--- config.mk ---
export PLATFORM = sky130hd
export DESIGN_NAME = cmrg_csr
export DESIGN_NICKNAME = d
export VERILOG_FILES = /design/src/rtl/assert_macros.svh /design/src/rtl/cmrg_pkg.sv /design/src/rtl/cmrg_csr.sv
export SDC_FILE = /design/constraint.sdc
export NUM_CORES = 1
export LEC_CHECK = 0
export BUFFER_PORTS_ARGS = -buffer_cell sky130_fd_sc_hd__buf_2
export CAP_MARGIN = 25
export CORE_MARGIN = 2
export CORE_UTILIZATION = 50
export DETAILED_ROUTE_END_ITERATION = 8
export PLACE_DENSITY = 0.77
export SETUP_SLACK_MARGIN = 0.05
export SLEW_MARGIN = 20
export SYNTH_ARGS = -nofsm -noshare
export SYNTH_HDL_FRONTEND = slang
export SYNTH_SLANG_ARGS = --single-unit
export TNS_END_PERCENT = 1
--- constraint.sdc ---
create_clock -name clock -period 3.8 [get_ports clock]
set_input_delay 0.19 -clock clock [delete_from_list [all_inputs] [get_ports clock]]
set_output_delay 0.19 -clock clock [all_outputs]
set_load 0.05 [all_outputs]
--- src/rtl/assert_macros.svh ---
// Assertion helpers shared by the colormap row generator modules.
`ifndef ASSERT_MACROS_SVH
`define ASSERT_MACROS_SVH

// Check that an expression holds at every rising clock edge outside reset.
`define CMRG_ASSERT(label, clk, rst, expr, msg) \
   label: assert property (@(posedge clk) disable iff (rst) (expr)) else $error(msg);

// Check that a consequent holds whenever the antecedent holds.
`define CMRG_ASSERT_IMP(label, clk, rst, ante, cons, msg) \
   label: assert property (@(posedge clk) disable iff (rst) (ante) |-> (cons)) else $error(msg);

`endif

--- src/rtl/cmrg_pkg.sv ---
`timescale 1ns / 1ps
// ----------------------------------------------------------------------------
// cmrg_pkg
// Types, codes and constants of the colormap row generator.
// ----------------------------------------------------------------------------
package cmrg_pkg;

   localparam int ROWS = 256;

   localparam logic [16:0] ONE = 17'h10000;

   // Divider remainder width: holds ROWS * ONE and twice a remainder.
   localparam int REM_W = ($clog2(ROWS) + 18 > 25) ? ($clog2(ROWS) + 18) : 25;
   localparam int QUO_W = 16;
   localparam int DIV_STAGES = 8;
   localparam int BITS_PER_STAGE = QUO_W / DIV_STAGES;

   // Register indexes
   localparam logic [2:0] CSR_MODE        = 3'd0;
   localparam logic [2:0] CSR_RANGE_LOW   = 3'd1;
   localparam logic [2:0] CSR_RANGE_HIGH  = 3'd2;
   localparam logic [2:0] CSR_CONST_HUE   = 3'd3;
   localparam logic [2:0] CSR_CONST_SAT   = 3'd4;
   localparam logic [2:0] CSR_CONST_VAL   = 3'd5;
   localparam logic [2:0] CSR_CONST_ALPHA = 3'd6;

   // Table kinds
   localparam logic [3:0] MODE_BLACK     = 4'd0;
   localparam logic [3:0] MODE_GRAY      = 4'd1;
   localparam logic [3:0] MODE_INV_GRAY  = 4'd2;
   localparam logic [3:0] MODE_RED       = 4'd3;
   localparam logic [3:0] MODE_GREEN     = 4'd4;
   localparam logic [3:0] MODE_BLUE      = 4'd5;
   localparam logic [3:0] MODE_ALPHA     = 4'd6;
   localparam logic [3:0] MODE_HSV_HUE   = 4'd7;
   localparam logic [3:0] MODE_HSV_HUEV  = 4'd8;
   localparam logic [3:0] MODE_HSV_SAT   = 4'd9;
   localparam logic [3:0] MODE_HSV_VAL   = 4'd10;
   localparam logic [3:0] MODE_HSV_ALPHA = 4'd11;

   typedef struct packed {
      logic [7:0] row_index;
      logic [3:0] slice_index;
   } cmrg_req_type;

   typedef struct packed {
      logic [16:0] red;
      logic [16:0] green;
      logic [16:0] blue;
      logic [16:0] alpha;
      logic [7:0]  row_out;
      logic [3:0]  slice_out;
   } cmrg_rsp_type;

   // Saturated register values as seen by the datapath
   typedef struct packed {
      logic [3:0]  mode;
      logic [16:0] range_low;
      logic [16:0] range_high;
      logic [16:0] const_hue;
      logic [16:0] const_sat;
      logic [16:0] const_val;
      logic [16:0] const_alpha;
   } cmrg_cfg_type;

   typedef struct packed {
      logic [16:0] ramp;
      logic [7:0]  row;
      logic [3:0]  slice;
   } cmrg_ramp_type;

   function automatic logic [16:0] sat_one(logic [16:0] v);
      return (v > ONE) ? ONE : v;
   endfunction

endpackage

--- src/rtl/cmrg_csr.sv ---
`timescale 1ns / 1ps
// ----------------------------------------------------------------------------
// cmrg_csr
// Configuration registers; presents saturated values to the datapath.
// ----------------------------------------------------------------------------
module cmrg_csr import cmrg_pkg::*; (
   input  logic         clock,
   input  logic         reset,
   input  logic         csr_valid,
   output logic         csr_ready,
   input  logic [2:0]   csr_index,
   input  logic [16:0]  csr_wdata,
   output cmrg_cfg_type cfg
);

   logic [3:0]  mode_ff;
   logic [16:0] low_ff;
   logic [16:0] high_ff;
   logic [16:0] hue_ff;
   logic [16:0] sat_ff;
   logic [16:0] val_ff;
   logic [16:0] alpha_ff;

   assign csr_ready = 1'b1;

   always_ff @(posedge clock) begin
      if (reset) begin
         mode_ff  <= MODE_GRAY;
         low_ff   <= '0;
         high_ff  <= ONE;
         hue_ff   <= '0;
         sat_ff   <= ONE;
         val_ff   <= ONE;
         alpha_ff <= ONE;
      end else if (csr_valid) begin
         unique case (csr_index)
            CSR_MODE:        mode_ff  <= csr_wdata[3:0];
            CSR_RANGE_LOW:   low_ff   <= csr_wdata;
            CSR_RANGE_HIGH:  high_ff  <= csr_wdata;
            CSR_CONST_HUE:   hue_ff   <= csr_wdata;
            CSR_CONST_SAT:   sat_ff   <= csr_wdata;
            CSR_CONST_VAL:   val_ff   <= csr_wdata;
            CSR_CONST_ALPHA: alpha_ff <= csr_wdata;
            default: ;
         endcase
      end
   end

   always_comb begin
      cfg.mode        = mode_ff;
      cfg.range_low   = sat_one(low_ff);
      cfg.range_high  = sat_one(high_ff);
      cfg.const_hue   = sat_one(hue_ff);
      cfg.const_sat   = sat_one(sat_ff);
      cfg.const_val   = sat_one(val_ff);
      cfg.const_alpha = sat_one(alpha_ff);
   end

endmodule

==> results of run 1 <==
==> flip-flops by register name, summed over array words and instances (netlist names) <==
signal	count
alpha_ff	17
high_ff	17
hue_ff	17
low_ff	17
mode_ff	4
sat_ff	17
val_ff	17
==> layer usage <==
metal | vias up | GRT usage | wire length, um
li1 | 2189 | - | -
met1 | 2078 | 0.3326 | 5362
met2 | 187 | 0.4089 | 6290
met3 | 21 | 0.06694 | 1147
met4 | 0 | 0.08108 | 293
met5 | - | 0 | 0
==> Yosys cell counts (all sizes together) (5+ instances only) <==
master,instances,area share
a211o,5,0.0092
a21oi,98,0.10
a41oi,6,0.011
and2b,24,0.038
buf,26,0.043
clkbuf,18,0.015
dfxtp,106,0.45
inv,6,0.0047
nand2,196,0.15
nor2,7,0.0055
nor2b,73,0.096
nor4,24,0.032
==> final timing paths <==
kind	from	end	cells after the start
max	hue_ff[0]	cfg[63]	4
min	csr_wdata[2]	high_ff[2]	3
min reg2reg	sat_ff[4]	sat_ff[4]	2
max reg2reg	alpha_ff[16]	alpha_ff[16]	3
==> power groups by stage <==
stage / combinational (mW) / clock [mW] / sequential [mW]
final: 0.272 / 0.664 / 1.16
after global placement: 0.261 / 0 / 1.18
after floorplan: 0.194 / 0 / 1.18
after global routing: 0.291 / 0.726 / 1.16
after detailed placement: 0.266 / 0 / 1.18
after CTS: 0.267 / 0.674 / 1.16
==> critical path, cell delays in order (launching register included) <==
cell and delay, ps:
dfxtp_1 350, nor4_1 430, a41oi_1 390, and2b_1 300
buf_2 250
==> layout by cell type, fill, tap and decap left out, types with 2 or more instances in the layout <==
master      count
a21oi_1        98
clkbuf_8        9
inv_8           2
buf_2         128
nor4_1         24
a41oi_1         6
and4bb_2        3
nand4bb_1       3
a211o_1         5
clkinvlp_4      3
nand4b_2        2
inv_1           6
dfxtp_1       106
nor2_1          7
and2b_1        24
nand2_1       196
nor2b_1        73
mux2i_1         3
and4b_1         3
==> metrics by stage <==
step	power (mW)	instances	instance area (um^2)
after floorplan	1.372	606	4755
after global placement	1.441	820	5288
after detailed placement	1.447	820	5288
after CTS	2.096	836	5474
after global routing	2.176	837	5502
final	2.091	837	5502
==> kinds of logic (layout without fill, tap and decap cells) <==
kind of cell,after synthesis,count (layout),synth area share
and+or+nand+nor,337,337,0.3603
AOI/OAI and AO/OA,109,109,0.1234
DFF,106,106,0.4463
buffers and inverters,50,152,0.06290
muxes,3,3,0.006316
other,1,1,0.0007887
==> final cells by class <==
cell class                      count  area, um^2
Fill cell                         880        3739
Multi-Input combinational cell    450        2333
Sequential cell                   106        2122
Timing Repair Buffer              130       675.6
Tap cell                          129       161.4
Clock buffer                        9       123.9
Clock inverter                      7       62.56
Inverter                            6       22.52
==> key figures, run 1 <==
GRT
  – Initial antenna violation count: 0
  – Vias in the first global route: 3934
  – Overall Global Routing Usage: 0.2537
  – Pin count of the biggest net entering global routing: 107
  – GR Overflow Total: 0
  – First-pass GRT wire length: 20130 um

Floorplan
  – Core ar.: 9240 um^2
  – Die Width: 101.5 um
  – Initial Utilization: 0.5146
  – Die area: 10310 um^2
  – IO Count: 130
  – Row cnt: 35
  – Die Y: 101.5 um

STA
  – Setup ws final: 1519 ps
  – Tmin final: 2281 ps
  – Fin Clk Skew: 0 ps
  – Slew Limit Fails: 0
  – Fmax: 438.4 MHz
  – Setup-failing EPs final: 0
  – Hold Worst Slack: 137.8 ps
  – RSZ-0062 raised after global routing: no
  – Slew Limit Headroom: 0.4919
  – Setup TNS: 0 ps
  – Hold Fails Final Rpt: 0
  – Slew @ Worst Pin: 752.3 ps
  – Part of the cycle the worst path needs: 0.6003

Logic synthesis
  – Sequential area share after synthesis: 0.4463
  – Yosys warning count: 0
  – #FFs+latches synth: 106
  – EDFF count, synth: 0
  – Synthesized area: 4755 um^2
  – Synth cell types: 23
  – Mean Syn Cell Area: 7.846 um^2
  – FFs w/ async S/R, synth: 0
  – Syn Inst Count: 606
  – Syn Nets: 629
  – Main flop type after synthesis: dfxtp_1

Outcome
  – Outcome: finished, final reports clean

Clocking
  – CTS tree: built
  – Clk_lat worst skew: 370 ps
  – Worst-path clk slew: 100 ps
  – CTS Sinks: 106
  – Deepest clock path buffer count: 2
  – CTS Buf Count: 9
  – Post-CTS Repair Setup Buffers: 0
  – Hold-fix buffers at CTS: 0
  – PostCTS Resize Cnt: 0
  – H-tree Lvls: 3
  – Clock tree root driver cell: clkbuf_8

Layout
  – Area growth, synth to finish: 15.71%
  – Nets: 726
  – Antenna cells: 0
  – Fin util: 0.5954
  – Share of cells above drive strength 1: 0.2147

Pwr
  – Clock network power share: 0.318
  – Worst vdd ir: 0.2977 mV
  – Sequential share of power: 0.552
  – NetSw: 0.6312 mW
  – Leakage: 2.353 nW
  – Sw Ratio: 0.3018
  – Logic pwr share: 0.130
  – Cell Pwr Density: 380.2 nW/um^2
  – Int Power: 1.460 mW

Drt
  – WL final: 13090 um
  – Average wire per standard cell: 15.64 um
  – Via count: 4475
  – Final ANT Viol Nets: 0
  – Pre-antenna DRT Iters: 7
  – Drt first-iter violations: 299
  – Drt via density: 5.346
  – Remaining DRCs: 0

Setup path
  – WS Path Type: reg -> out
  – Crit path DAT: 2090 ps
  – CP startpoint kind: flop
  – Worst-path maximum fanout: 10
  – R2R Setup Slk: 2860 ps
  – WP data required: 3610 ps
  – Setup crit end kind: output pin

Place
  – Pre-CTS WS: 1970 ps
  – Hpwl dp: 8792 um
  – Port bufs: 128
  – RD Place Congestion: 0.8159

Flow run
  – Maxcap violations: 0

Worst hold path
  – Worst hold path class: in -> reg
No activity file was read; power rests on OpenSTA's default activity.
==> run 2, diff against run 1 <==
clock period = 2.1 ns   (was 3.8 ns; I/O delays follow)
==> run 2 against run 1 <==
Against the previous run:
- die area is the same
- power grew 86%
- sequential cell count is the same
- final cell count grew 0.96%
- worst hold slack lost 64 ps
- highest routed layer unchanged
==> key figures, run 2 (synthesis results as in run 1) <==
GRT
  – Vias in the first global route: 4030
  – Overall Global Routing Usage: 0.2605
  – GR met2 Demand/Resource: 0.4307
  – First-pass GRT wire length: 20680 um
  – Pin count of the biggest net entering global routing: 69
  – GR Overflow Total: 0
  – Top Usage Layer GRT: met2
  – Met1 usage: 0.3449
  – Met3 Track Usage GR: 0.03865
  – Initial antenna violation count: 0

Setup path
  – CP startpoint kind: flop
  – Setup crit end kind: output pin
  – Max stage delay on crit path: 390 ps
  – Critical path's top delay family: simple AND/OR/NAND/NOR gates
  – Worst r2r path cells: 3
  – WP data required: 2000 ps
  – R2R Setup Slk: 1110 ps
  – WS Path Type: reg -> out
  – Reg2reg end: alpha_ff[16]
  – CP max stage cell: nor4_2
  – Crit-path cells: nor4_2 -> a41oi_1 -> nor2b_1 -> buf_2
  – Worst r2r src: alpha_ff[16]
  – Crit path DAT: 1900 ps
  – Worst-path maximum fanout: 5
  – CP bufs+invs: 1

Clocking
  – Hold-fix buffers at CTS: 0
  – Deepest clock path buffer count: 2
  – CTS Buf Count: 9
  – CTS tree: built
  – Worst-path clk slew: 100 ps
  – Clock tree root driver cell: clkbuf_8
  – CTS Sinks: 106
  – Clk_lat worst skew: 350 ps
  – H-tree Lvls: 3

Layout
  – Area growth, synth to finish: 23.39%
  – Final instance area: 5867 um^2
  – Area of the multi-input gates: 2684 um^2
  – Most common cell after layout, fill and taps aside: nand2_1
  – Non-filler cells, final: 845
  – Most frequent cells in the layout: nand2_1, buf_2, dfxtp_1, a21oi_1, nor2b_1
  – Filler cells: 803
  – Nets: 734
  – Antenna cells: 0
  – Sequential cell area: 2122 um^2
  – Share of cells above drive strength 1: 0.2598

STA
  – Fin Clk Skew: 0 ps
  – Slew Limit Headroom: 0.5656
  – Hold Fails Final Rpt: 0
  – Slew Limit Fails: 0
  – Fmax: 498.3 MHz
  – Tmin final: 2007 ps
  – Slew @ Worst Pin: 647.8 ps
  – Part of the cycle the worst path needs: 0.9556
  – Setup-failing EPs final: 0
  – Hold Worst Slack: 73.44 ps
  – RSZ-0062 raised after global routing: yes

Floorplan
  – Die area: 10310 um^2
  – Initial Utilization: 0.5146
  – Die Y: 101.5 um
  – Die Width: 101.5 um
  – IO Count: 130
  – Row cnt: 35
  – Core ar.: 9240 um^2

Place
  – RD Place Congestion: 0.8339
  – Port bufs: 128
  – Hpwl dp: 9196 um
  – Inst Count DP: 823
  – Placement Cell Area: 5323 um^2

Outcome
  – Outcome: finished, final reports clean

Drt
  – WL final: 14090 um
  – Remaining DRCs: 0
  – Drt via density: 5.419
  – Drt first-iter violations: 281
  – Average wire per standard cell: 16.67 um
  – Final ANT Viol Nets: 0
  – Pre-antenna DRT Iters: 5
  – Via count: 4579

Pwr
  – Sequential share of power: 0.540
  – Cell Pwr Density: 664.2 nW/um^2
  – NetSw: 1.118 mW
  – Sw Ratio: 0.2869
  – Int Power: 2.779 mW
  – Clock network power share: 0.316
  – Logic pwr share: 0.144
  – Worst vdd ir: 0.3225 mV
  – Leakage: 2.469 nW

Worst hold path
  – Worst hold path class: in -> reg
  – Hold path depth: 3
  – HP Start: csr_wdata[1]
  – Hold EP: hue_ff[1]

Flow run
  – Maxcap violations: 0
-- run 2: cell types whose count changed in the layout (fill, tap and decap cells not counted), moves of 2 or more --
cell / delta
buf_4: +3
inv_8: -2
clkbuf_1: +2
nor4_2: +13
a41oi_2: +10
a41oi_1: -5
nor4_1: -23
nor4_4: +10
clkinv_2: +2
-- run 2: per-layer routing --
metal / vias to the layer above / wire [um]
met4: 0 / 291
met2: 200 / 7063
met5: - / 0
li1: 2217 / -
met3: 22 / 1071
met1: 2140 / 5663
-- run 2: final cells by class --
cell class | count | share of cell area
timing repair buffer | 133 | 0.1177
inverter | 6 | 0.003839
clock buffer | 11 | 0.02239
sequential | 106 | 0.3617
multi-input combinational | 455 | 0.4575
tap | 129 | 0.02751
clock inverter | 5 | 0.009384
-- run 2: worst max-delay path by stage --
stage / from / endpoint / slack, ps / cells after the start
5_1_grt: alpha_ff[11] / cfg[13] / -9 / 4
6_report: high_ff[3] / cfg[74] / 90 / 4
3_5_place_dp: val_ff[10] / cfg[30] / 140 / 4
2_1_floorplan: hue_ff[3] / cfg[59] / 370 / 3
3_3_place_gp: val_ff[10] / cfg[21] / 340 / 4
4_1_cts: val_ff[10] / cfg[26] / 60 / 5
-- run 2: what timing repair did --
item,CTS,global route
resized for setup,15,28
setup endpoints to repair,46,50
gates cloned,0,5
buffers inserted,1,0
pin swaps,2,5
-- run 2: power groups by stage --
stage	sequential (mW)	clock, mW	combinational, mW
2_1_floorplan	2.13	0	0.351
3_3_place_gp	2.13	0	0.479
3_5_place_dp	2.14	0	0.490
4_1_cts	2.09	1.24	0.513
5_1_grt	2.11	1.32	0.599
6_report	2.10	1.23	0.563
-- run 2: worst reg2reg max path: stages (launching register included) --
cell     delay (ps)
dfxtp_1         380
inv_1           160
nor2_1           70
a211o_1         270
-- run 2: per-stage QoR --
stage	power (mW)	TNS [ps]	utilization	setup WS, ps
2_1_floorplan	2.482	0	-	369.2
3_3_place_gp	2.613	0	0.5760	338.1
4_1_cts	3.844	0	0.6080	61.84
6_report	3.897	0	0.6349	93.34
5_1_grt	4.034	-17.21	0.6349	-8.652
3_5_place_dp	2.627	0	0.5760	144.9
