==> config.mk <==
export PLATFORM = sky130hd
export DESIGN_NAME = cmrg_ramp
export DESIGN_NICKNAME = d
export VERILOG_FILES = /design/src/rtl/cmrg_pkg.sv /design/src/rtl/cmrg_ramp.sv
export VERILOG_INCLUDE_DIRS = /design/src /design/src/rtl
export SDC_FILE = /design/constraint.sdc
export NUM_CORES = 1
export LEC_CHECK = 0
export ABC_AREA = 1
export BUFFER_PORTS_ARGS = -buffer_cell sky130_fd_sc_hd__buf_2
export CAP_MARGIN = 10
export CORE_ASPECT_RATIO = 0.8
export CORE_MARGIN = 2
export CORE_UTILIZATION = 56
export CTS_CLUSTER_SIZE = 8
export DETAILED_ROUTE_END_ITERATION = 8
export GPL_ROUTABILITY_DRIVEN = 1
export PLACE_DENSITY = 0.74
export REMOVE_ABC_BUFFERS = 1
export SLEW_MARGIN = 10
export SYNTH_ARGS = -nofsm -noshare
export SYNTH_HDL_FRONTEND = slang
export SYNTH_SLANG_ARGS = --single-unit
==> constraint.sdc <==
create_clock -name clock -period 27.4 [get_ports clock]
set_input_delay 2.74 -clock clock [delete_from_list [all_inputs] [get_ports clock]]
set_output_delay 2.74 -clock clock [all_outputs]
set_load 0.01 [all_outputs]
==> src/rtl/assert_macros.svh <==
// Assertion helpers shared by the colormap row generator modules.
`ifndef ASSERT_MACROS_SVH
`define ASSERT_MACROS_SVH

// Check that an expression holds at every rising clock edge outside reset.
`define CMRG_ASSERT(label, clk, rst, expr, msg) \
   label: assert property (@(posedge clk) disable iff (rst) (expr)) else $error(msg);

// Check that a consequent holds whenever the antecedent holds.
`define CMRG_ASSERT_IMP(label, clk, rst, ante, cons, msg) \
   label: assert property (@(posedge clk) disable iff (rst) (ante) |-> (cons)) else $error(msg);

`endif

==> src/rtl/cmrg_pkg.sv <==
`timescale 1ns / 1ps
// ----------------------------------------------------------------------------
// cmrg_pkg
// Types, codes and constants of the colormap row generator.
// ----------------------------------------------------------------------------
package cmrg_pkg;

   localparam int ROWS = 256;

   localparam logic [16:0] ONE = 17'h10000;

   // Divider remainder width: holds ROWS * ONE and twice a remainder.
   localparam int REM_W = ($clog2(ROWS) + 18 > 25) ? ($clog2(ROWS) + 18) : 25;
   localparam int QUO_W = 16;
   localparam int DIV_STAGES = 8;
   localparam int BITS_PER_STAGE = QUO_W / DIV_STAGES;

   // Register indexes
   localparam logic [2:0] CSR_MODE        = 3'd0;
   localparam logic [2:0] CSR_RANGE_LOW   = 3'd1;
   localparam logic [2:0] CSR_RANGE_HIGH  = 3'd2;
   localparam logic [2:0] CSR_CONST_HUE   = 3'd3;
   localparam logic [2:0] CSR_CONST_SAT   = 3'd4;
   localparam logic [2:0] CSR_CONST_VAL   = 3'd5;
   localparam logic [2:0] CSR_CONST_ALPHA = 3'd6;

   // Table kinds
   localparam logic [3:0] MODE_BLACK     = 4'd0;
   localparam logic [3:0] MODE_GRAY      = 4'd1;
   localparam logic [3:0] MODE_INV_GRAY  = 4'd2;
   localparam logic [3:0] MODE_RED       = 4'd3;
   localparam logic [3:0] MODE_GREEN     = 4'd4;
   localparam logic [3:0] MODE_BLUE      = 4'd5;
   localparam logic [3:0] MODE_ALPHA     = 4'd6;
   localparam logic [3:0] MODE_HSV_HUE   = 4'd7;
   localparam logic [3:0] MODE_HSV_HUEV  = 4'd8;
   localparam logic [3:0] MODE_HSV_SAT   = 4'd9;
   localparam logic [3:0] MODE_HSV_VAL   = 4'd10;
   localparam logic [3:0] MODE_HSV_ALPHA = 4'd11;

   typedef struct packed {
      logic [7:0] row_index;
      logic [3:0] slice_index;
   } cmrg_req_type;

   typedef struct packed {
      logic [16:0] red;
      logic [16:0] green;
      logic [16:0] blue;
      logic [16:0] alpha;
      logic [7:0]  row_out;
      logic [3:0]  slice_out;
   } cmrg_rsp_type;

   // Saturated register values as seen by the datapath
   typedef struct packed {
      logic [3:0]  mode;
      logic [16:0] range_low;
      logic [16:0] range_high;
      logic [16:0] const_hue;
      logic [16:0] const_sat;
      logic [16:0] const_val;
      logic [16:0] const_alpha;
   } cmrg_cfg_type;

   typedef struct packed {
      logic [16:0] ramp;
      logic [7:0]  row;
      logic [3:0]  slice;
   } cmrg_ramp_type;

   function automatic logic [16:0] sat_one(logic [16:0] v);
      return (v > ONE) ? ONE : v;
   endfunction

endpackage

==> src/rtl/cmrg_ramp.sv <==
`timescale 1ns / 1ps
`include "assert_macros.svh"
// ----------------------------------------------------------------------------
// cmrg_ramp
// Ramp value per row: front compare stage and a pipelined long divider.
// ----------------------------------------------------------------------------
module cmrg_ramp import cmrg_pkg::*; (
   input  logic          clock,
   input  logic          reset,
   input  cmrg_cfg_type  cfg,
   input  logic          in_valid,
   output logic          in_stall,
   input  cmrg_req_type  in_data,
   output logic          out_valid,
   input  logic          out_stall,
   output cmrg_ramp_type out_data
);

   typedef struct packed {
      logic               force_zero;
      logic               force_one;
      logic [REM_W-1:0]   rem;
      logic [QUO_W-1:0]   quo;
      logic [7:0]         row;
      logic [3:0]         slice;
   } cmrg_div_type;

   function automatic cmrg_div_type div_step(cmrg_div_type s, logic [REM_W-1:0] d);
      cmrg_div_type     o;
      logic [REM_W-1:0] r2;
      o = s;
      for (int i = 0; i < BITS_PER_STAGE; i++) begin
         r2 = o.rem << 1;
         if (r2 >= d) begin
            o.rem = r2 - d;
            o.quo = {o.quo[QUO_W-2:0], 1'b1};
         end else begin
            o.rem = r2;
            o.quo = {o.quo[QUO_W-2:0], 1'b0};
         end
      end
      return o;
   endfunction

   logic [REM_W-1:0] lev;
   logic [REM_W-1:0] base;
   logic [REM_W-1:0] mag;
   logic [REM_W-1:0] den;
   logic [16:0]      span;
   logic             lev_ge;
   logic             step;
   logic             zero_raw;
   cmrg_div_type     front;

   cmrg_div_type       stg_ff [0:DIV_STAGES];
   logic [DIV_STAGES:0] vld_ff;
   logic [DIV_STAGES:0] adv;

   // Divisor depends on configuration only
   always_comb begin
      span = (cfg.range_high >= cfg.range_low) ? (cfg.range_high - cfg.range_low)
                                               : (cfg.range_low - cfg.range_high);
      den  = REM_W'(span) * REM_W'(ROWS);
   end

   // Sign, step and clamp decisions; what is left is a 16 bit fraction
   always_comb begin
      lev      = REM_W'(in_data.row_index) << 16;
      base     = REM_W'(cfg.range_low) * REM_W'(ROWS);
      lev_ge   = (lev >= base);
      mag      = lev_ge ? (lev - base) : (base - lev);
      step     = (cfg.range_high == cfg.range_low);
      zero_raw = (mag == '0) || ((!lev_ge) != (cfg.range_high < cfg.range_low));
      front.force_zero = step ? !lev_ge : zero_raw;
      front.force_one  = step ? lev_ge : (!zero_raw && (mag >= den));
      front.rem   = (front.force_zero || front.force_one) ? '0 : mag;
      front.quo   = '0;
      front.row   = in_data.row_index;
      front.slice = in_data.slice_index;
   end

   // A stage advances when empty or when the next one advances
   always_comb begin
      adv[DIV_STAGES] = !vld_ff[DIV_STAGES] || !out_stall;
      for (int k = DIV_STAGES - 1; k >= 0; k--) begin
         adv[k] = !vld_ff[k] || adv[k+1];
      end
   end

   assign in_stall = !adv[0];

   always_ff @(posedge clock) begin
      if (reset) begin
         vld_ff <= '0;
      end else begin
         if (adv[0]) vld_ff[0] <= in_valid;
         for (int k = 1; k <= DIV_STAGES; k++) begin
            if (adv[k]) vld_ff[k] <= vld_ff[k-1];
         end
      end
   end

   always_ff @(posedge clock) begin
      if (adv[0]) stg_ff[0] <= front;
      for (int k = 1; k <= DIV_STAGES; k++) begin
         if (adv[k]) stg_ff[k] <= div_step(stg_ff[k-1], den);
      end
   end

   assign out_valid = vld_ff[DIV_STAGES];

   always_comb begin
      if (stg_ff[DIV_STAGES].force_zero) begin
         out_data.ramp = '0;
      end else if (stg_ff[DIV_STAGES].force_one) begin
         out_data.ramp = ONE;
      end else begin
         out_data.ramp = {1'b0, stg_ff[DIV_STAGES].quo};
      end
      out_data.row   = stg_ff[DIV_STAGES].row;
      out_data.slice = stg_ff[DIV_STAGES].slice;
   end

   `CMRG_ASSERT(a_force_excl, clock, reset, !(vld_ff[0] && stg_ff[0].force_zero && stg_ff[0].force_one), "ramp forced to zero and one at once")
   `CMRG_ASSERT_IMP(a_rem_below_den, clock, reset, vld_ff[DIV_STAGES] && !stg_ff[DIV_STAGES].force_zero && !stg_ff[DIV_STAGES].force_one, stg_ff[DIV_STAGES].rem < den, "divider remainder not below divisor")

endmodule

==> results.toml, run 1 <==
[setup_path]
regToRegStartpoint = "stg_ff[0][46]"
cpPeakStageDelay_ns = 0.55
critical_path_class = "in -> reg"
critPathLaunchType = "primary input"
crit_required_ns = 27.70
worstPathArrival_ns = 10.46
cp_max_fo = 52
r2r_cells = 21
slowest_stage = "buf_4"
r2r_end = "stg_ff[0][103]"
reg2reg_slack_ns = 22.30
end_kind = "register"

[die]
fp.dieW_um = 262
row_count = 75
die_y_um = 211
dieArea_um2 = 55300
core_um2 = 52600
io-pin-count = 153
initial_utilization_pct = 56.8

[timing]
hold_viol_final = 0
max_slew_margin_pct = 32.7
grt_setup_unrepaired = "false"
finalSetupTns_ns = 0
finalCritPeriodShare_pct = 37.1
finalSetupViolCount = 0
worst_pin_slew_ns = 1.01
period_minus_slack_ns = 10.17
maxSlewViolCount = 0
clock.fmax_mhz = 98.4
whs_ns = 0.390
fin_skew_ns = 0.0547

[finish]
drive_gt1_share_pct = 9.16
synthToLayoutAreaGrowth_pct = 8.26
antenna-diode-count = 0
final_net_count = 4346
mostFrequentLayoutCells = "975 x nand2_1, 401 x inv_1, 334 x edfxtp_1"
layout_commonest_cell = "nand2_1"
fillers = 4725

[outcome]
status = "finished clean"

[cts]
clock_path_buffers = 3
holdBufCountCts = 0
insertion_delay_ns = 0.61
h-tree-depth = 2
clock_sinks = 343
clk_pin_slew_worst_paths_ns = 0.05
cts_tree = "yes"
numCtsBuffers = 49
root_buffer = "clkbuf_16"
post_cts_resize_count = 0
post_cts_buffers = 0

[yosys]
syn-cell-area_um2 = 29900
synthCells = 3824
yosysTopAreaCell = "edfxtp_1"
synth.yosys.warnings = 0
synth_top_area_share_pct = 33.5
synth.distinct_cells = 68
synth_edf_count = 334
synth_area_leaders = "edfxtp_1 34%, ha_1 13%, nand2_1 12%, inv_1 5.1%, a21oi_1 4.2%"
synth_flop_cell = "edfxtp_1"
ys_seq_area_share_pct = 34.1
ys_ff_latch = 343
avgSynthCellArea_um2 = 7.82
async_flop_share_pct = 0

[routing]
dr.pass1.iters = 6
topRoutingLayerUsed = "met4"
wl_met1_mm = 38.3
drcViolationCount = 0
drtIter0Drc = 2637
detail-route-antenna-nets = 0
vias = 26400
wl_per_cell_um = 17.9
dr_wl_met3_mm = 7.71
vias_per_cell = 5.70
wl_met2_mm = 34.0
wirelength_mm = 83.1

[global_routing]
grt_pass1_vias = 23900
grt_pass1_wl_mm = 129
gr-total-overflow = 0
grt_util_all_layers_pct = 29.7
grt_antenna_before_repair = 0
grt_max_degree = 53

[job]
cap_violations = 0

[placement]
finalWeightedCongestion = 0.950
port_buffers = 80
dp_hpwl_mm = 61.3

[min_path]
min_path_type = "reg -> reg"
hold_end = "stg_ff[0][466]"
hold_path.startpoint = "stg_ff[0][408]"
whs_path_depth = 0
cell type report:
class / instances / area [um^2] / area share (%)
Tap cell: 693 / 867 / 2.68
Sequential cell: 343 / 10200 / 31.5
Timing Repair Buffer: 105 / 588 / 1.82
Inverter: 433 / 1630 / 5.03
Clock inverter: 6 / 70.1 / 0.216
Clock buffer: 76 / 1330 / 4.10
Multi-Input combinational cell: 2978 / 17700 / 54.7
state kept, by name (all words and copies together), names as in the netlist:
name    cells
stg_ff    334
vld_ff      9
stage by stage:
| step | utilization [%] | cells | area [um^2] | setup slack [ns] |
|---|---|---|---|---|
| after floorplan | - | 3754 | 29500 | 14.61 |
| final | 61.5 | 4634 | 32400 | 17.23 |
| after CTS | 61.5 | 4634 | 32400 | 17.45 |
| after global placement | 58.9 | 4552 | 31000 | 16.85 |
| after global routing | 61.5 | 4634 | 32400 | 16.70 |
| after detailed placement | 58.9 | 4552 | 31000 | 16.84 |
kinds of logic (layout without fill, tap and decap cells):
| kind of cell | Yosys count | count (layout) | synth area share [%] |
|---|---|---|---|
| AO/OA/AOI/OAI | 681 | 681 | 13.2 |
| XOR/XNOR | 190 | 190 | 5.56 |
| adder cells (fa/ha/maj) | 314 | 314 | 13.4 |
| buffers and inverters | 503 | 620 | 6.97 |
| flip-flops | 343 | 343 | 34.1 |
| AND/OR/NAND/NOR | 1793 | 1793 | 26.8 |
cell usage after synthesis, types with 8 or more instances:
cell      number
nor4_1        21
o21ai_0      199
and2_1         9
nand2_4       15
nor2_1       297
nand4_1       43
dfxtp_1        9
o211ai_1      11
nand2_2       56
a211oi_1      17
nor3_1        53
xor2_1        84
o21ai_1       44
o21bai_1      19
fa_1          11
ha_1         303
a21o_1        25
nand3_1      225
nor2_2         8
o21a_1        20
a221oi_1       8
or2_2         25
inv_1        404
inv_2         22
a21oi_1      252
buf_4         21
nand2_1      975
nand3b_1      17
xnor2_1      106
a31oi_1       34
buf_6         13
clkbuf_1      28
o21ai_2       13
nand3_2       28
edfxtp_1     334
critical path: cells and delay by family:
| kind | cells | cell delay [ns] |
|---|---|---|
| and+or+nand+nor | 16 | 2.45 |
| buffers and inverters | 7 | 2.05 |
| AOI/OAI and AO/OA | 8 | 1.85 |
| adders and majority gates | 3 | 1.14 |
| xor gates and xnor gates | 1 | 0.15 |
worst max-delay path by stage:
stage,startpoint,to,cells after the start
3_5_place_dp,cfg[68],stg_ff[0][436],37
2_1_floorplan,out_stall,in_stall,16
3_3_place_gp,cfg[68],stg_ff[0][160],35
5_1_grt,cfg[68],stg_ff[0][162],36
6_report,cfg[68],stg_ff[0][162],35
4_1_cts,cfg[68],stg_ff[0][160],35
metal layers:
| layer | vias to the layer above | track usage, % |
|---|---|---|
| met5 | - | 0 |
| li1 | 13200 | - |
| met2 | 1016 | 44.2 |
| met1 | 12000 | 43.2 |
| met3 | 153 | 5.32 |
| met4 | 0 | 11.0 |
Power of run 1 is left out: the tool's default activity adds up to more than one toggle a clock period on the data nets, which glitch-free logic cannot reach.
==> run 2: changes to the inputs <==
ABC_AREA = 0   (was 1)
PLACE_DENSITY = 0.77   (was 0.74)
clock period = 9 ns   (was 27.4 ns; I/O delays follow)
==> run 2 against run 1 <==
Area after synthesis is 4.5% lower. Die area shrank 4.4%. Critical path type unchanged. Clock-buffer cell count fell by 17. Clock skew decreased by 0.013 ns. Critical path depth grew 7. Core utilization rose by 7.7 points. First-iteration DRC count grew 2.6%. Sequential share of layout area decreased by 2.5 points. Global-route usage rose by 3.2 points. Via count shrank 1.2%. Final area increased by 8.5%. Register-to-register slack got worse by 19 ns.
==> results.toml, run 2 <==
[min_path]
whs_path_depth = 0
hold_path.startpoint = "stg_ff[0][223]"
min_path_type = "reg -> reg"
hold_end = "stg_ff[0][279]"

[yosys]
synth_compound_area_share_pct = 20.3
syn-cell-area_um2 = 28600
ys_seq_area_share_pct = 35.7
avgSynthCellArea_um2 = 9.58
synth_top_family_by_area = "compound AO/OA/AOI/OAI gates"
synthSimpleGateAreaFrac_pct = 13.9
synth_edf_count = 334
yosysTopAreaCell = "edfxtp_1"
synth_common_cells = "334 x edfxtp_1, 303 x ha_1, 292 x a21oi_1"
synth_area_leaders = "edfxtp_1 35%, ha_1 13%, xnor2_1 5.9%, a21oi_1 5.1%, mux2_2 3.2%"
synthCells = 2984
yosysMostFrequentCell = "edfxtp_1"
synth.distinct_cells = 107
synth.yosys.warnings = 0
synth_flop_cell = "edfxtp_1"
async_flop_share_pct = 0
ys_ff_latch = 343
synth_top_area_share_pct = 35.1
synth.area.mux_share_pct = 4.17
synth_fa_ha_area_share_pct = 14.4
synth_xor_xnor_area_share_pct = 7.88

[finish]
largest_reg_flops = 334
final_net_count = 3990
top_register = "stg_ff"
mostFrequentLayoutCells = "519 x buf_4, 334 x edfxtp_1, 300 x ha_1"
layout_commonest_cell = "buf_4"
synthToLayoutAreaGrowth_pct = 22.9
fin_area_um2 = 35100
drive_gt1_share_pct = 24.0
reg.largest.list = "stg_ff x334, vld_ff x9"
antenna-diode-count = 0

[setup_path]
cp_max_fo = 8
reg2reg_slack_ns = 3.31
slowest_stage = "nor4_4"
critical_path_class = "in -> reg"
path_buf_inv = 7
end_kind = "register"
r2r_cells = 22
critPathTopFamily = "compound AO/OA/AOI/OAI gates"
regToRegStartpoint = "stg_ff[0][148]"
critPathLaunchType = "primary input"
r2r_end = "stg_ff[0][220]"
crit_required_ns = 9.33
worstPathArrival_ns = 9.01
cpPeakStageDelay_ns = 0.40

[cts]
holdBufCountCts = 0
root_buffer = "clkbuf_16"
numCtsBuffers = 49
insertion_delay_ns = 0.60
h-tree-depth = 2
clock_sinks = 343
clock_path_buffers = 3
clk_pin_slew_worst_paths_ns = 0.05
cts_tree = "yes"

[global_routing]
grt_max_degree = 51
use_met3_pct = 4.78
grt_pass1_wl_mm = 137
grt_busiest_layer = "met2"
met1_usage_pct = 43.7
grt_pass1_vias = 25500
grt_antenna_before_repair = 0
grt_util_all_layers_pct = 32.9
gr-total-overflow = 0
grt_use_met2_pct = 53.9

[placement]
placed_area_um2 = 33600
finalWeightedCongestion = 0.960
dp_hpwl_mm = 67.7
place_ws_ns = -0.623
port_buffers = 80

[die]
dieArea_um2 = 52900
row_count = 74
io-pin-count = 153
initial_utilization_pct = 56.3
die_y_um = 206
core_um2 = 50700
fp.dieW_um = 257

[timing]
clock.fmax_mhz = 115
worst_pin_slew_ns = 1.24
hold_viol_final = 0
max_slew_margin_pct = 17.1
finalSetupTns_ns = 0
period_minus_slack_ns = 8.68
maxSlewViolCount = 0
setup_ws_ns = 0.316
grt_setup_unrepaired = "true"
finalSetupViolCount = 0
finalCritPeriodShare_pct = 96.5
fin_skew_ns = 0.0420
whs_ns = 0.407

[job]
cap_violations = 0

[routing]
drcViolationCount = 0
wl_per_cell_um = 21.1
detail-route-antenna-nets = 0
vias_per_cell = 6.14
vias = 26100
dr.pass1.iters = 6
wirelength_mm = 89.5
drtIter0Drc = 2705

[outcome]
status = "finished clean"
-- run 2: cell types whose count changed after synthesis, sizes merged, moves of 25 or more --
cell,before,now
inv,427,148
and2,14,39
a21o,25,118
and3,1,41
nand2,1050,224
xnor2,106,192
o21ai,256,177
nand2b,0,32
a21oi,252,296
nand3,254,63
mux2,0,86
xor2,84,59
nor2,309,229
-- run 2: cell type report --
| cell class | count | area, um^2 |
|---|---|---|
| clock buffer | 59 | 1260 |
| tap | 684 | 856 |
| inverter | 148 | 558 |
| timing repair buffer | 613 | 4560 |
| clock inverter | 5 | 93.8 |
| fill | 3872 | 15600 |
| multi-input combinational | 2399 | 17600 |
| sequential | 343 | 10200 |
-- run 2: logic make-up after synthesis --
group | Yosys count
multiplexers | 108
adder cells (fa/ha/maj) | 325
AO/OA/AOI/OAI | 897
AND/OR/NAND/NOR | 816
XOR/XNOR | 253
buffers and inverters | 242
flip-flops | 343
-- run 2: layer usage --
| metal | part of all wire, % | vias to the layer above |
|---|---|---|
| met5 | 0 | - |
| met3 | 8.2 | 224 |
| met2 | 45 | 1233 |
| li1 | - | 12300 |
| met4 | 4.2 | 0 |
| met1 | 42 | 12400 |
-- run 2: stage by stage --
stage,util [%],std cells
floorplan,-,2890
global placement,66.3,4182
detailed placement,66.3,4182
CTS,68.9,4246
global route,69.2,4251
finish,69.2,4251
-- run 2: what timing repair did --
action                     4_1_cts  5_1_grt
setup endpoints to repair        3      125
buffers inserted                 0        5
resized for setup                1       28
pin swaps                        0        7
-- run 2: how the worst max path moves through the flow --
| stage | startpoint | endpoint | slack (ns) | cells after the start |
|---|---|---|---|---|
| after floorplan | cfg[68] | stg_ff[0][430] | -2.96 | 32 |
| after global placement | cfg[74] | stg_ff[0][104] | -0.45 | 41 |
| after detailed placement | cfg[76] | stg_ff[0][104] | -0.62 | 42 |
| after CTS | cfg[76] | stg_ff[0][104] | 0.03 | 42 |
| after global routing | cfg[79] | stg_ff[0][104] | -0.08 | 40 |
| final | cfg[79] | stg_ff[0][275] | 0.32 | 42 |
-- run 2: worst register-to-register path, stage by stage, from the launching register on --
cell	delay, ns
edfxtp_1	0.44
fa_1	0.48
a21oi_1	0.21
o21ai_0	0.13
o32ai_1	0.24
nor3_1	0.08
buf_4	0.16
a211oi_1	0.53
o21ai_2	0.16
buf_4	0.22
and2_1	0.19
ha_1	0.21
o21ai_0	0.28
a21oi_1	0.14
o2111a_1	0.26
a311oi_1	0.33
o211ai_1	0.22
a41oi_2	0.25
buf_4	0.16
o21ai_0	0.09
a31oi_1	0.23
mux2_2	0.36
a21oi_1	0.17
Power of run 2 is left out for the same reason.
